[config.mk]
export PLATFORM = sky130hd
export DESIGN_NAME = dns_name_label_walker
export DESIGN_NICKNAME = d
export VERILOG_FILES = /design/src/rtl/dnslw_pkg.sv /design/src/rtl/dns_name_label_walker.sv
export SDC_FILE = /design/constraint.sdc
export NUM_CORES = 1
export LEC_CHECK = 0
export ABC_AREA = 1
export BUFFER_PORTS_ARGS = -buffer_cell sky130_fd_sc_hd__buf_2
export CAP_MARGIN = 30
export CORE_UTILIZATION = 54
export CTS_CLUSTER_SIZE = 25
export DETAILED_ROUTE_END_ITERATION = 8
export PLACE_DENSITY = 0.81
export SETUP_SLACK_MARGIN = 0.5
export SLEW_MARGIN = 20
export SYNTH_ARGS = -nofsm -noshare
export SYNTH_HDL_FRONTEND = slang
export SYNTH_SLANG_ARGS = --single-unit
export TNS_END_PERCENT = 50
[constraint.sdc]
create_clock -name clk -period 4 [get_ports clk]
set_input_delay 0.2 -clock clk [delete_from_list [all_inputs] [get_ports clk]]
set_output_delay 0.2 -clock clk [all_outputs]
set_load 0.01 [all_outputs]
[src/rtl/dnslw_pkg.sv]
// Package for the DNS name label walker: payload structs, status codes and defaults.
// Depends on nothing; used by the walker top level and its port checker.
package dnslw_pkg;

  // Default for the label limit after which a walk stops with the limit status.
  localparam int unsigned LW_MAX_LABELS_DEF = 128;

  localparam int unsigned LW_COUNT_W = 8;
  localparam int unsigned LW_OFFS_W  = 16;
  localparam int unsigned LW_START_W = 15;

  // Result status codes.
  localparam logic [1:0] LW_ST_DONE  = 2'd0;
  localparam logic [1:0] LW_ST_LIMIT = 2'd1;
  localparam logic [1:0] LW_ST_TRUNC = 2'd2;

  typedef struct packed {
    logic [7:0]            data_byte;
    logic                  first;
    logic [LW_START_W-1:0] start_offset;
    logic                  last;
  } lw_in_t;

  typedef struct packed {
    logic [1:0]            status;
    logic [LW_COUNT_W-1:0] label_count;
    logic [LW_OFFS_W-1:0]  last_label_offset;
    logic [LW_OFFS_W-1:0]  second_label_offset;
    logic [LW_OFFS_W-1:0]  third_label_offset;
  } lw_out_t;

endpackage

[src/rtl/dns_name_label_walker.sv]
// DNS query-name label walker: top level with walk state, result register and skid entry.
// Depends on dnslw_pkg for the payload structs and status codes.
//
// Usage: the input channel carries one packet byte per transfer, starting at the
// first byte of a query name, which is marked with first and carries the name's
// packet offset. The walker follows the length-prefixed labels, counts them and
// tracks the offsets of the last three label length bytes. A walk ends on a zero
// length byte, when the label limit is reached and another byte exists, or when
// a byte marked last arrives first. Each walk yields one result transfer on the
// output channel. Bytes outside a walk are taken and dropped.
// A result is registered in the result register, or in the skid entry while the
// result register is held by a stall. Throughput: one byte per cycle while in_stall
// is low; the whole per-byte step is a few compares, two 16-bit adds and a counter
// update ahead of the state registers and the result register.
// When the receiver stalls, the result register holds its transfer and a single
// skid entry catches one more result; in_stall rises only while that skid entry
// is full, so input bytes keep flowing as long as no second result is pending.
// Reset (rst_n low, synchronous) empties the result register and skid entry and
// leaves the walker idle until the next byte marked first.
module dns_name_label_walker
  import dnslw_pkg::*;
#(
  parameter int unsigned MAX_LABELS = LW_MAX_LABELS_DEF
) (
  input  logic    clk,
  input  logic    rst_n,
  input  logic    in_valid,
  output logic    in_stall,
  input  lw_in_t  in_data,
  output logic    out_valid,
  input  logic    out_stall,
  output lw_out_t out_data
);

  localparam logic [LW_COUNT_W-1:0] MaxLbl = LW_COUNT_W'(MAX_LABELS);

  // Walk state.
  logic                  walking_r;
  logic [LW_OFFS_W-1:0]  byte_pos_r;
  logic [LW_OFFS_W-1:0]  next_len_pos_r;
  logic [LW_COUNT_W-1:0] labels_r;
  logic [LW_OFFS_W-1:0]  off0_r, off1_r, off2_r;

  // Output side: result register and one skid entry.
  logic    out_valid_r;
  lw_out_t out_data_r;
  logic    skid_valid_r;
  lw_out_t skid_data_r;

  logic                  accept;
  logic                  active;
  logic [LW_OFFS_W-1:0]  start16;
  logic [LW_OFFS_W-1:0]  pos, nlp;
  logic [LW_COUNT_W-1:0] cnt;
  logic [LW_OFFS_W-1:0]  o0, o1, o2;
  logic                  at_len, hit_limit, hit_zero, add_label, hit_trunc, emit;
  logic [LW_COUNT_W-1:0] labels_nxt;
  logic [LW_OFFS_W-1:0]  next_len_pos_nxt;
  logic [LW_OFFS_W-1:0]  off0_nxt, off1_nxt, off2_nxt;
  lw_out_t               result;
  logic                  drain;

  assign accept = in_valid && !in_stall;
  assign start16 = {1'b0, in_data.start_offset};

  // A byte marked first restarts the walk at its own offset, abandoning any walk
  // in progress without a result.
  always_comb begin
    active = in_data.first || walking_r;
    pos    = in_data.first ? start16 : byte_pos_r;
    nlp    = in_data.first ? start16 : next_len_pos_r;
    cnt    = in_data.first ? '0 : labels_r;
    o0     = in_data.first ? start16 : off0_r;
    o1     = in_data.first ? start16 : off1_r;
    o2     = in_data.first ? start16 : off2_r;

    // At a length byte the label limit wins over the value of the byte.
    at_len    = (pos == nlp);
    hit_limit = at_len && (cnt >= MaxLbl);
    hit_zero  = at_len && !hit_limit && (in_data.data_byte == 8'd0);
    add_label = at_len && !hit_limit && (in_data.data_byte != 8'd0);
    // The end of the packet only truncates when this byte did not end the walk;
    // a label whose length byte is the last byte is counted first.
    hit_trunc = in_data.last && !hit_limit && !hit_zero;
    emit      = active && (hit_limit || hit_zero || hit_trunc);

    labels_nxt       = add_label ? cnt + 8'd1 : cnt;
    next_len_pos_nxt = add_label ? pos + {8'd0, in_data.data_byte} + 16'd1 : nlp;
    off0_nxt         = add_label ? pos : o0;
    off1_nxt         = add_label ? o0 : o1;
    off2_nxt         = add_label ? o1 : o2;

    result.label_count         = labels_nxt;
    result.last_label_offset   = off0_nxt;
    result.second_label_offset = off1_nxt;
    result.third_label_offset  = off2_nxt;
    if (hit_limit) begin
      result.status = LW_ST_LIMIT;
    end else if (hit_zero) begin
      result.status = LW_ST_DONE;
    end else begin
      result.status = LW_ST_TRUNC;
    end
  end

  always_ff @(posedge clk) begin
    if (!rst_n) begin
      walking_r      <= 1'b0;
      byte_pos_r     <= '0;
      next_len_pos_r <= '0;
      labels_r       <= '0;
      off0_r         <= '0;
      off1_r         <= '0;
      off2_r         <= '0;
    end else if (accept && active) begin
      walking_r      <= !emit;
      byte_pos_r     <= pos + 16'd1;
      next_len_pos_r <= next_len_pos_nxt;
      labels_r       <= labels_nxt;
      off0_r         <= off0_nxt;
      off1_r         <= off1_nxt;
      off2_r         <= off2_nxt;
    end
  end

  // The skid entry only fills while the result register is held by a stall, and
  // it empties first, so results leave in order.
  assign drain = out_valid_r && !out_stall;

  always_ff @(posedge clk) begin
    if (!rst_n) begin
      out_valid_r  <= 1'b0;
      skid_valid_r <= 1'b0;
    end else if (skid_valid_r) begin
      if (drain) begin
        out_valid_r  <= 1'b1;
        out_data_r   <= skid_data_r;
        skid_valid_r <= 1'b0;
      end
    end else if (out_valid_r && !drain) begin
      if (accept && emit) begin
        skid_valid_r <= 1'b1;
        skid_data_r  <= result;
      end
    end else begin
      out_valid_r <= accept && emit;
      out_data_r  <= result;
    end
  end

  assign in_stall  = skid_valid_r;
  assign out_valid = out_valid_r;
  assign out_data  = out_data_r;

endmodule

Yosys cells after proc, flatten, opt, wreduce, memory -nomap -nowiden

Index checks and enable logic that the tools add are counted.

Bits in latches: 0
Memories: 0
Input port bits: 29
Bits in writable memories: 0
Memory bits (read-only): 0
Flip-flop bits (word level): 207

Div/mod/pow operators: 0
Add/subtract/negate cells: 4
Muxes and demuxes: 23
Shifts and indexed selects: 0
Magnitude comparators: 1
Eq/ne operators: 3
Reductions and logical operators: 26
Bitwise operators: 1
Multipliers: 0

Operator list:

| operator              | number |
|---|---|
| $mux 58               | 3 |
| $mux 16               | 9 |
| $add 16x1->16 const B | 2 |
| $add 16x8->16         | 1 |
| $eq 16x16->1          | 1 |
| $mux 8                | 2 |
| $logic_and 1x1->1     | 12 |
| $add 8x1->8 const B   | 1 |
| $ge 8x8->1 const B    | 1 |
| $logic_not 8->1       | 1 |
| $reduce_bool 8->1     | 1 |
| $mux 1                | 7 |
| $logic_not 1->1       | 6 |
| $mux 2                | 2 |
| $reduce_and 4->1      | 1 |
| $logic_or 1x1->1      | 3 |
| $reduce_and 3->1      | 1 |
| $ne 2x1->1 const B    | 1 |
| $ne 2x2->1 const B    | 1 |
| $reduce_and 2->1      | 1 |
| $not 1->1             | 1 |

Logic depth before layout (Yosys ltp)

Depth after elaboration: 14
Depth in mapped cells: 18

Least setup slack after synthesis

No wires, ideal clock.

Path type: input to register
Start point: in in_data[16] (netlist bit)
End point: reg skid_data_r[0] (netlist bit) (enable)
Stages on the path: 11
Path buffers: 1
Data arrival time: 3.526 ns
Setup slack: 0.000 ns
Required time: 3.526 ns
Cell sequence: inv_2 buf_2 nand3_1 nand2_1 nor2_1 nand2_1 nor2_2 nand3_1 nand2_1 nand2_1 nor2_1

Cells in the longest elaborated chain, start to end: 12
Elaborated cells on any way between the ends: 18

RTL lines:

| what                                       | RTL line                                                 | source |
|---|---|---|
| start, declared                            | dns_name_label_walker.sv:29                              | `input lw_in_t in_data,` |
| $mux 8 (tied with other cells)             | dns_name_label_walker.sv:72                              | `cnt = in_data.first ? '0 : labels_r;` |
| $ge 8x8->1 or $eq 16x16->1 (tied branches) | dns_name_label_walker.sv:79, dns_name_label_walker.sv:78 |  |
| $logic_and 1x1->1                          | dns_name_label_walker.sv:79                              | `hit_limit = at_len && (cnt >= MaxLbl);` |
| $logic_not 1->1                            | dns_name_label_walker.sv:80, dns_name_label_walker.sv:84 |  |
| $logic_and 1x1->1 (2 in series)            | dns_name_label_walker.sv:80                              | `hit_zero = at_len && !hit_limit && (in_data.data_byte == 8'd0);` |
| $logic_not 1->1                            | dns_name_label_walker.sv:84                              | `hit_trunc = in_data.last && !hit_limit && !hit_zero;` |
| $logic_and 1x1->1                          | dns_name_label_walker.sv:84                              |  |
| $logic_or 1x1->1                           | dns_name_label_walker.sv:85                              | `emit = active && (hit_limit \|\| hit_zero \|\| hit_trunc);` |
| $logic_and 1x1->1 *                        | dns_name_label_walker.sv:85                              |  |
| $logic_and 1x1->1 *                        | dns_name_label_walker.sv:141                             | `if (accept && emit) begin` |
| $reduce_and 4->1 (no line) *               | --                                                       |  |
| end signal, assigned                       | dns_name_label_walker.sv:143                             | `skid_data_r <= result;` |
| end, declared                              | dns_name_label_walker.sv:48                              | `lw_out_t skid_data_r;` |

Mark *: on every way between the ends. The rest lies on a longest branch, timed or not.
A chain may end at the register's enable or synchronous reset.

Worst setup path after layout

Start point: reg byte_pos_r[1]
End point: reg next_len_pos_r[10]

Cells in the longest elaborated chain, start to end: 7
Elaborated cells on any way between the ends: 9

RTL lines:

| what                                                  | RTL line                     | source |
|---|---|---|
| start, declared                                       | dns_name_label_walker.sv:39  | `logic [LW_OFFS_W-1:0] byte_pos_r;` |
| start signal, assigned                                | dns_name_label_walker.sv:117 | `byte_pos_r <= pos + 16'd1;` |
| $mux 16 *                                             | dns_name_label_walker.sv:70  | `pos = in_data.first ? start16 : byte_pos_r;` |
| branches (longest 5 deep; another with $add 16x8->16) | --                           |  |
| $mux 16 *                                             | dns_name_label_walker.sv:88  | `next_len_pos_nxt = add_label ? pos + {8'd0, in_data.data_byte} + 16'd1 : nlp;` |
| end signal, assigned                                  | dns_name_label_walker.sv:118 | `next_len_pos_r <= next_len_pos_nxt;` |
| end, declared                                         | dns_name_label_walker.sv:40  | `logic [LW_OFFS_W-1:0] next_len_pos_r;` |

Mark *: on every way between the ends.

==> out/metrics.csv <==
metric;value;unit
run status;finished, final reports clean;
Syn Area/Cell;7.655;sq um
H-Tree Depth;1;
clk buf depth;3;
CTS sink cnt;207;
count of cell types in the netlist;29;
endpoints failing hold;0;
NumNets Final;1470;
RSZ-0062 raised after global routing;no;
Async S/R FF share, synth;0;%
setup ws final;1.490;ns
Netlist Area Pre-Place;10480;sq um
HP Class;input port to flip-flop;
DP HPWL;17.79;mm
hold-fix buffer count after cts;2;
Worst R2R Setup Slack;1.49;ns
vias in the first global route;8146;
fin area;12030;sq um
predominant post-synthesis flop cell;edfxtp_1;
commonest non-fill, non-tap cell in the layout;nand2_1;
crit start category;flip-flop;
initial DRC count;877;
CP Class;flip-flop to flip-flop;
post-synthesis instance total;1369;
crit path max fanout;5;
PortBufs;88;
pre-CTS setup slack;1.227;ns
CTS resizes;0;
critical path arrival;2.95;ns
YS warnings;0;
postcts setup bufs;0;
Synth-to-Final Area Change;14.83;%
final wirelength;26.04;mm
Slew Limit Headroom;47.07;%
routed vias/inst;5.337;
P per Cell Area;487.1;nW/um^2
Reg2Reg Depth;15;
max_cap viols;0;
final setup vio count;0;
Reg-to-Reg End;next_len_pos_r[10];
DIE HEIGHT;141.3;microns
CP startpoint;byte_pos_r[1];
most frequent cells in the layout;nand2_1 (370), inv_1 (213), edfxtp_1 (116);
global-route wire length before repair;41.23;mm
CP Data Required Time;4.44;ns
initial antenna violation count;0;
clk root buf;clkbuf_16;
share of post-route cells with drive strength above 1;11.47;%
end point of the critical path;next_len_pos_r[10];
# fillers;1646;
Net Count, Synth;1409;
gpl congestion;0.9415;
1st-pass router iterations;5;
Layout Utilization;63.70;%
All-Layer GR Usage;26.31;%
Max Transition Viols Final;0;
f_max;0.3983;GHz
crit end category;flip-flop;
Via Count;9111;
Reg-to-Reg Start;byte_pos_r[1];
pin count of the biggest net entering global routing;60;
DP Area;11160;sq um
area of the core;18890;sq um
register area share after synthesis;50.62;%
DRT antenna net count;0;
Sum Neg Setup Slack;0;ns
Clock Skew;0.01428;ns
synthesized flop and latch total;207;
Clk pin slew, worst setup/hold paths;0.06;ns
initial cell density of the core;55.47;%
die width;141.3;microns
GR Overflow Total;0;
number of flops mapped to enable cells by yosys;116;
Least-Margin Pin Slew;0.7929;ns
WL per Instance;15.25;microns
TritonCTS Buffers;23;
row cnt;50;
worst skew pair latency;0.52;ns
Pleak;0.005850;uW
Min Clock Period, post-route;2.510;ns
number of diodes;0;
period utilization;62.76;%
drt drc;0;
I/O Pins;89;
Peak VDD IR;0.2644;mV
die area;19970;sq um
CTS tree;yes;
==> sequential cells by signal, indices dropped and copies added (netlist names), 8 cells and up <==
signal / flops
byte_pos_r: 16
labels_r: 8
next_len_pos_r: 16
off0_r: 16
off1_r: 16
off2_r: 16
out_data: 58
skid_data_r: 58
==> cells by family (layout without fill, tap and decap cells) <==
family / count (synthesis) / after routing / synth area share, %
AOI/OAI and AO/OA: 281 / 281 / 14.10
xor gates and xnor gates: 29 / 29 / 2.424
adders and majority gates: 11 / 11 / 1.385
buffers and inverters: 288 / 366 / 10.64
DFF: 207 / 207 / 50.62
and+or+nand+nor: 553 / 553 / 20.83
==> report_power, final <==
group | total [uW] | internal, uW | switching [uW] | leakage, uW
sequential | 2490 | 2440 | 55.7 | 0.00186
combinational | 1000 | 310 | 694 | 0.00357
clock | 2360 | 1500 | 860 | 0.000423
==> through the flow <==
stage,total power [uW],cells,hold WS [ns]
final,5861,1707,0.1182
after global routing,6111,1707,0.1174
after CTS,5889,1707,0.09482
after detailed placement,3522,1663,0.4707
after global placement,3499,1663,0.4518
after floorplan,3214,1369,0.3864
==> critical path, cell delays in order, from the launching register on <==
cell and delay [ns]:
dfxtp_1 0.33, inv_1 0.07, o21ai_0 0.36, inv_1 0.16
fa_1 0.46, inv_1 0.09, nand3_1 0.07, nand2_1 0.11
nand2_1 0.06, nand2_1 0.19, nand2_1 0.10, xor2_1 0.14
nand2_1 0.07, nand2_1 0.05, nand2_1 0.05, a21oi_1 0.14
==> cell usage after synthesis, types with 5 or more instances <==
library cell,count,area (sq um)
a21oi_1,100,500.5
nand3_1,52,260.3
o211ai_1,10,75.07
buf_2,15,75.07
o21ai_1,83,415.4
nor2_1,114,427.9
clkbuf_1,44,165.2
nand4_1,5,31.28
nand2_1,370,1389
inv_1,216,810.8
edfxtp_1,116,3483
nor3_1,5,25.02
xor2_1,24,210.2
dfxtp_1,91,1822
ha_1,10,125.1
o21ai_2,10,87.58
a31oi_1,6,37.54
o21ai_0,71,355.3
buf_1,9,33.78
xnor2_1,5,43.79
==> per-layer routing <==
metal / vias to the layer above / part of all wire (%) / GRT usage, %
met3: 47 / 8.8 / 4.556
met1: 4191 / 42 / 35.66
met4: 0 / 2.8 / 9.897
met2: 382 / 46 / 42.31
li1: 4491 / - / -
met5: - / 0 / 0
==> layout make-up <==
class | count | area (sq um) | share of cell area [%]
clock buffers | 28 | 624.3 | 5.188
clock inverters | 14 | 234.0 | 1.944
inverters | 217 | 815.8 | 6.779
multi-input cells | 874 | 4090 | 33.99
flip-flops and latches | 207 | 5306 | 44.09
well taps | 260 | 325.3 | 2.703
repair buffers | 107 | 638.1 | 5.303
==> how the worst min path moves through the flow <==
stage,start,end,slack (ns),cells after the start
2_1_floorplan,out_stall,out_valid,0.39,2
3_3_place_gp,labels_r[7],labels_r[7],0.45,2
3_5_place_dp,next_len_pos_r[12],next_len_pos_r[12],0.47,2
4_1_cts,rst_n,next_len_pos_r[9],0.09,3
5_1_grt,rst_n,next_len_pos_r[11],0.12,3
6_report,rst_n,next_len_pos_r[9],0.12,3
Power figures use the tool's default switching activity.
